### config.mk
export PLATFORM = sky130hd
export DESIGN_NAME = ght_occ_map
export DESIGN_NICKNAME = d
export VERILOG_FILES = /design/src/sv/ght_pkg.sv /design/src/sv/ght_occ_map.sv
export SDC_FILE = /design/constraint.sdc
export NUM_CORES = 1
export LEC_CHECK = 0
export BUFFER_PORTS_ARGS = -buffer_cell sky130_fd_sc_hd__buf_2
export CORE_MARGIN = 2
export CORE_UTILIZATION = 60
export CTS_CLUSTER_DIAMETER = 100
export DETAILED_ROUTE_END_ITERATION = 10
export HOLD_SLACK_MARGIN = 0.06
export PLACE_DENSITY = 0.78
export SETUP_SLACK_MARGIN = 0.4
export SYNTH_ARGS = -nofsm -noshare
export SYNTH_HDL_FRONTEND = slang
export SYNTH_SLANG_ARGS = --single-unit
### constraint.sdc
create_clock -name clk -period 3.5 [get_ports clk]
set_input_delay 0.7 -clock clk [delete_from_list [all_inputs] [get_ports clk]]
set_output_delay 0.7 -clock clk [all_outputs]
set_load 0.05 [all_outputs]
### src/sv/ght_pkg.sv
// Shared types and constants for the generational handle table.
// Holds operation and status codes, controller states and the handle layout.
// No dependencies.
package ght_pkg;

    localparam int ROW_W     = 32;
    localparam int ROW_BIT_W = 5;
    localparam int HANDLE_W  = 31;
    localparam int WORD_W    = 64;
    localparam int GEN_W     = 7;
    localparam int HSLOT_W   = 18;
    localparam int TDATA_W   = ((HANDLE_W + WORD_W + 7) / 8) * 8;

    localparam logic [5:0] MARKER_ALL = 6'h3F;

    typedef enum logic [1:0]
    {
        OP_ADD    = 2'd0,
        OP_REMOVE = 2'd1,
        OP_GET    = 2'd2
    } op_t;

    typedef enum logic [1:0]
    {
        STATUS_OK      = 2'd0,
        STATUS_FULL    = 2'd1,
        STATUS_INVALID = 2'd2
    } status_t;

    typedef enum logic [1:0]
    {
        S_CLEAR,
        S_IDLE,
        S_CHECK,
        S_SCAN
    } fsm_t;

    // Lowest free bit of the row last read from the occupancy map
    typedef struct packed
    {
        logic                 any_free;
        logic [ROW_BIT_W-1:0] first_free;
    } row_status_t;

    function automatic logic [HANDLE_W-1:0] make_handle(
        logic [HSLOT_W-1:0] slot,
        logic [GEN_W-1:0]   gen
    );
        return {gen, MARKER_ALL, slot};
    endfunction

endpackage

### src/sv/ght_occ_map.sv
// Occupancy bitmap: a memory of 32-bit rows, one bit per slot, registered read.
// Finds the lowest free bit of the row just read; bits past the capacity count as taken.
// Depends on ght_pkg.
module ght_occ_map #(
    parameter int NUM_ROWS  = 32,
    parameter int ROW_AW    = 5,
    parameter int LAST_BITS = 32
) (
    input  logic                        clk,
    input  logic                        rd_en,
    input  logic [ROW_AW-1:0]           rd_row,
    output logic [ght_pkg::ROW_W-1:0]   rd_data,
    output ght_pkg::row_status_t        rd_status,
    input  logic                        wr_en,
    input  logic [ROW_AW-1:0]           wr_row,
    input  logic [ght_pkg::ROW_W-1:0]   wr_data
);
    import ght_pkg::*;

    localparam logic [ROW_W-1:0] LAST_MASK = ROW_W'((64'd1 << LAST_BITS) - 64'd1);

    logic [ROW_W-1:0]  mem [NUM_ROWS];
    logic [ROW_W-1:0]  data_reg;
    logic [ROW_AW-1:0] row_reg;
    logic [ROW_W-1:0]  free_vec;

    always_ff @(posedge clk)
    begin
        if (wr_en)
        begin
            mem[wr_row] <= wr_data;
        end
        if (rd_en)
        begin
            data_reg <= mem[rd_row];
            row_reg  <= rd_row;
        end
    end

    assign rd_data  = data_reg;
    assign free_vec = ~data_reg & ((row_reg == ROW_AW'(NUM_ROWS - 1)) ? LAST_MASK : '1);

    // Priority encode, lowest bit wins
    always_comb
    begin
        rd_status.any_free   = |free_vec;
        rd_status.first_free = '0;
        for (int i = ROW_W - 1; i >= 0; i--)
        begin
            if (free_vec[i])
            begin
                rd_status.first_free = ROW_BIT_W'(i);
            end
        end
    end

endmodule

==> impl_metrics.json, run 1 <==
{
  "fmax_ghz": 0.318,
  "dp_hpwl_mm": 55.6,
  "core_area_um2": 67200,
  "die_w_um": 264,
  "critical_path.max_fanout": 4,
  "ys_seq_area_share_pct": 77.9,
  "synth_warnings": 0,
  "yosys_most_used_dff": "edfxtp_1",
  "cp-endpoint": "rd_status[0]",
  "fin_crit_ns": 3.15,
  "drt_first_iter_violations": 3228,
  "io_pins": 83,
  "crit_type": "reg -> out",
  "vias": 21700,
  "clk_latency_ns": 0.67,
  "track_usage_pct": 29.6,
  "die_y_um": 264,
  "critPathLaunch": "rd_data[28]",
  "clock_path_buffers": 3,
  "drc": 0,
  "power_mw": 26.1,
  "synthToLayoutAreaGrowth_pct": 14.3,
  "final_area_um2": 46500,
  "syn_inst": 2051,
  "ff2ff_path_depth": 4,
  "synth_common_cells": "edfxtp_1, mux2i_1, mux4_2, a22oi_1, a21oi_1",
  "tns_ns": 0,
  "hp-class": "in -> reg",
  "nNetsFinal": 2306,
  "fin_crit_sh_pct": 89.9,
  "yosys.area.top_type": "edfxtp_1",
  "status": "finished clean",
  "via_per_inst": 6.73,
  "tightest_slew_ns": 1.39,
  "grt_max_degree": 65,
  "cts-root-buf": "clkbuf_16",
  "ff2ff_setup_slack_ns": 1.75,
  "arrival_ns": 2.45,
  "layout-drive-gt1-share_pct": 23.7,
  "syn-cell-area_um2": 40700,
  "post-place-ws_ns": 0.527,
  "fin_ws_ns": 0.354,
  "cts_tree": "yes",
  "wl_mm": 103,
  "initial_core_util_pct": 60.6,
  "ir_worst_vdd_uv": 395,
  "rows": 95,
  "maxSlewViolCount": 0,
  "fin_cells": 3217,
  "postSynth.asyncResetShare_pct": 0,
  "path_clk_slew_ns": 0.06,
  "grt_pass1_vias": 21600,
  "io_buffers": 82,
  "cellPowerDensity_nw_per_um2": 560,
  "clock_sinks": 1056,
  "relSlewSlack_pct": 7.47,
  "die_area_um2": 69900,
  "setup_violations": 0,
  "antenna_found_initial": 2,
  "placed_cells": 3004,
  "numCtsBuffers": 101,
  "reg2reg_to": "rd_data[0]",
  "wire_per_inst_um": 31.9,
  "syn_area_per_cell_um2": 19.8,
  "grt-ovfl-total": 0,
  "start_kind": "register",
  "cts.htree.levels": 3,
  "firstDrtPassIters": 8,
  "postPlaceCellArea_um2": 43000,
  "hold_viol_final": 0,
  "maxCapViolCount": 0,
  "yosysTopAreaCellShare_pct": 77.9,
  "synth_area_leaders": "edfxtp_1, mux4_2, mux2i_1",
  "yosysUniqueCellTypes": 38,
  "skew_ns": 0.0340,
  "power_leakage_nw": 15.4,
  "grt_pass1_wl_mm": 147,
  "synth_edf_count": 1056,
  "rsz0062_at_grt": "yes",
  "routabilityCongestion": 0.844,
  "ys_ff_latch": 1056,
  "synth.most_common_cell": "edfxtp_1",
  "antenna_left": 0,
  "syn-num-nets": 2096,
  "cp.required_ns": 2.80,
  "rr_startpoint": "mem[23][0]",
  "endpoint_kind": "output port"
}
## cell usage in the layout, fill, tap and decap left out, types with 3 or more instances in the layout
cell,Yosys,layout
a31oi_1,4,3
clkbuf_16,0,101
a22oi_1,96,96
edfxtp_1,1056,1056
nand4_1,41,41
mux2i_1,256,256
o21ai_0,5,3
mux4_2,128,128
nor2_1,39,5
a21oi_2,20,21
nand2_1,45,44
buf_2,46,74
buf_12,2,30
clkinv_1,0,22
nor2_4,0,35
buf_4,12,102
buf_8,1,3
inv_6,0,4
clkinvlp_4,0,3
nor2b_1,66,64
nand3_1,72,71
buf_6,7,3
clkbuf_1,29,25
inv_1,6,6
a21oi_1,81,79
nand3b_1,9,9
clkinv_2,0,19
bufinv_16,0,6
## critical path, stage by stage (launching register included)
cell       delay [ns]
edfxtp_1         0.53
buf_4            0.20
nand3b_1         0.09
nand3_2          0.10
a31oi_4          0.26
a2111oi_4        0.06
buf_4            0.18
o221a_4          0.22
buf_8            0.15
## through the flow
stage / hold slack, ns / utilization (%)
after floorplan: 0.642 / -
after global placement: 0.662 / 64.1
after detailed placement: 0.666 / 64.1
after CTS: 0.483 / 69.1
after global routing: 0.530 / 69.3
final: 0.518 / 69.3
## routing by layer
layer / track usage [%] / part of all wire (%) / vias to the layer above
li1: - / - / 8815
met1: 41.8 / 37 / 11200
met2: 46.9 / 48 / 1422
met3: 6.13 / 12 / 224
met4: 9.81 / 3.1 / 2
met5: 0 / 0.013 / -
## repair_timing
action | CTS | global route
hold buffers | 0 | 0
pin swaps | 10 | 6
buffers inserted | 18 | 9
resized for setup | 27 | 10
endpoints found under the setup margin | 5 | 6
## power by group
part	leakage (nW)	internal (mW)	switching [mW]	total (mW)
clock network	1.52	5.76	4.56	10.3
logic	4.31	0.524	1.01	1.53
registers	9.54	14.1	0.0996	14.2
## area by class of cell
cell class / count / area (um2)
multi-input cells: 884 / 8770
clock buffers: 126 / 2620
inverters: 6 / 22.5
flip-flops and latches: 1056 / 31700
fillers: 3932 / 20600
diodes: 2 / 5.00
clock inverters: 58 / 487
well taps: 873 / 1090
repair buffers: 212 / 1820
## flip-flops by register name (all words and copies together), names as in the netlist
register,count
rd_data,32
mem,1024
## how the worst min path moves through the flow
stage | slack [ns] | endpoint | depth (start not counted) | start
3_5_place_dp | 0.67 | rd_data[6] | 4 | mem[25][6]
5_1_grt | 0.53 | mem[24][11] | 1 | wr_data[11]
3_3_place_gp | 0.66 | rd_data[1] | 4 | mem[25][1]
6_report | 0.52 | mem[12][31] | 1 | wr_data[31]
2_1_floorplan | 0.64 | rd_data[0] | 4 | mem[25][0]
4_1_cts | 0.48 | mem[0][11] | 1 | wr_data[11]
## cell families (layout without fill, tap and decap cells)
group           count (synthesis)  after routing  synth area share, %
compound gates                213            213                 3.47
buf+inv                       111            402                 1.51
flops                        1056           1056                 77.9
mux                           384            384                 13.4
other cells                     0              2                    0
simple gates                  287            287                 3.72
Note: power is estimated with default switching activity, not from simulation.
==> run 2: changes to the inputs <==
Settings changed: ABC_CLOCK_PERIOD_IN_PS set to 3500, BUFFER_PORTS_ARGS -buffer_cell sky130_fd_sc_hd__buf_2 to not set, DONT_BUFFER_PORTS set to 1, PLACE_DENSITY 0.78 to 0.77, SKIP_LAST_GASP set to 1.
==> run 2 against run 1 <==
Die area unchanged. Largest power group unchanged. Cell count down 3.1%. Hold slack worse by 0.38 ns. Power up 0.96%. First-iteration DRC count down 8.1%. Clock power up 7%.
==> impl_metrics.json, run 2 (synthesis gave the netlist of run 1 again) <==
{
  "status": "finished clean",
  "wl_mm": 97.5,
  "clock_path_buffers": 3,
  "grt_pass1_vias": 21300,
  "fin_crit_ns": 3.24,
  "antenna_found_initial": 0,
  "postPlaceCellArea_um2": 42400,
  "rsz0062_at_grt": "yes",
  "start_kind": "register",
  "critical_path.max_fanout": 4,
  "n_antenna_cell": 0,
  "fmax_ghz": 0.308,
  "drc": 0,
  "cts_tree": "yes",
  "drt_first_iter_violations": 2966,
  "hp-class": "in -> reg",
  "routabilityCongestion": 0.844,
  "tns_ns": 0,
  "tightest_slew_ns": 0.996,
  "endpoint_kind": "output port",
  "grt-ovfl-total": 0,
  "maxSlewViolCount": 0,
  "antenna_left": 0,
  "crit_type": "reg -> out",
  "die_w_um": 264,
  "maxCapViolCount": 0,
  "wire_per_inst_um": 31.3,
  "relSlewSlack_pct": 33.6,
  "rows": 95,
  "cts.htree.levels": 3,
  "grt_max_degree": 385,
  "numCtsBuffers": 102,
  "final_area_um2": 46000,
  "skew_ns": 0.0228,
  "power_mw": 26.3,
  "synthToLayoutAreaGrowth_pct": 13.1,
  "final_util_pct": 68.6,
  "path_clk_slew_ns": 0.06,
  "cellPowerDensity_nw_per_um2": 572,
  "via_per_inst": 6.68,
  "clk_latency_ns": 0.65,
  "setup_violations": 0,
  "layout-drive-gt1-share_pct": 20.9,
  "power_leakage_nw": 15.0,
  "arrival_ns": 2.54,
  "largest_register_ffs": 1024,
  "dp_hpwl_mm": 53.4,
  "cp.required_ns": 2.80,
  "die_y_um": 264,
  "critical_path.cell_chain": "nand3b_1 -> nand3_2 -> a31oi_4 -> a2111oi_4 -> o221a_2 -> buf_12",
  "clock_sinks": 1056,
  "grt_pass1_wl_mm": 142,
  "vias": 20800,
  "critPathSlowestCell": "a2111oi_4",
  "hold_viol_final": 0,
  "cts-root-buf": "clkbuf_16",
  "initial_core_util_pct": 60.6,
  "placed_cells": 2917,
  "io_buffers": 0,
  "most-common-layout-cells": "edfxtp_1, mux2i_1, mux4_2",
  "mostFrequentLayoutCell": "edfxtp_1",
  "fin_crit_sh_pct": 92.7,
  "ir_worst_vdd_uv": 495,
  "fin_cells": 3118,
  "die_area_um2": 69900,
  "track_usage_pct": 28.2,
  "fillers": 4011,
  "hold_buffers": 0,
  "core_area_um2": 67200,
  "regMostFlops": "mem",
  "firstDrtPassIters": 6,
  "nNetsFinal": 2205,
  "max_stage_delay_ns": 0.49,
  "io_pins": 83
}
## run 2: changes by cell type in the layout (fill, tap and decap cells not counted), sizes merged
cell / previous run / this run
bufinv: 6 / 13
clkinvlp: 3 / 5
diode: 2 / 0
clkinv: 45 / 53
inv: 10 / 11
buf: 212 / 110
clkbuf: 126 / 113
## run 2: final timing paths
path                                   from      endpoint  slack (ns)  cells after the start
worst max-delay path            rd_data[31]  rd_status[0]        0.26                      6
worst min-delay path            wr_data[19]    mem[9][19]        0.14                      0
worst max register to register  mem[14][30]   rd_data[30]        1.63                      4
worst min register to register  mem[25][11]   rd_data[11]        0.70                      4
## run 2: routing by layer
metal | part of all wire (%) | track usage [%] | up-vias
li1 | - | - | 8614
met1 | 37 | 38.6 | 10700
met2 | 49 | 45.2 | 1328
met3 | 11 | 6.91 | 175
met4 | 3.4 | 9.92 | 0
met5 | 0 | 0 | -
## run 2: per-stage QoR
step	setup WS, ns	hold slack (ns)
after detailed placement	0.351	0.674
after CTS	0.265	0.114
after global routing	0.202	0.113
after floorplan	0.366	0.642
final	0.255	0.140
after global placement	0.0193	0.660
## run 2: what timing repair did
action / 4_1_cts / 5_1_grt
gates resized for setup: 17 / 15
setup endpoints to repair: 6 / 5
pin swaps: 6 / 10
gates cloned: 0 / 0
setup buffers: 2 / 10
## run 2: power breakdown
part	internal [mW]	switching, mW
Combinational	0.461	0.661
Clock	6.40	4.62
Sequential	14.1	0.0653
## run 2: area by class of cell
class,count,area [um2],area share (%)
flip-flops and latches,1056,31700,68.9
multi-input cells,884,8770,19.1
clock buffers,113,2640,5.73
well taps,873,1090,2.37
repair buffers,110,1070,2.32
clock inverters,76,738,1.60
inverters,6,22.5,0.0489
## run 2: critical path, delay by kind of cell, from the launching register on
family / cells / cell delay [ns]
AND/OR/NAND/NOR: 2 / 0.36
buffers and inverters: 1 / 0.14
flip-flops: 1 / 0.46
AO/OA/AOI/OAI: 3 / 0.94
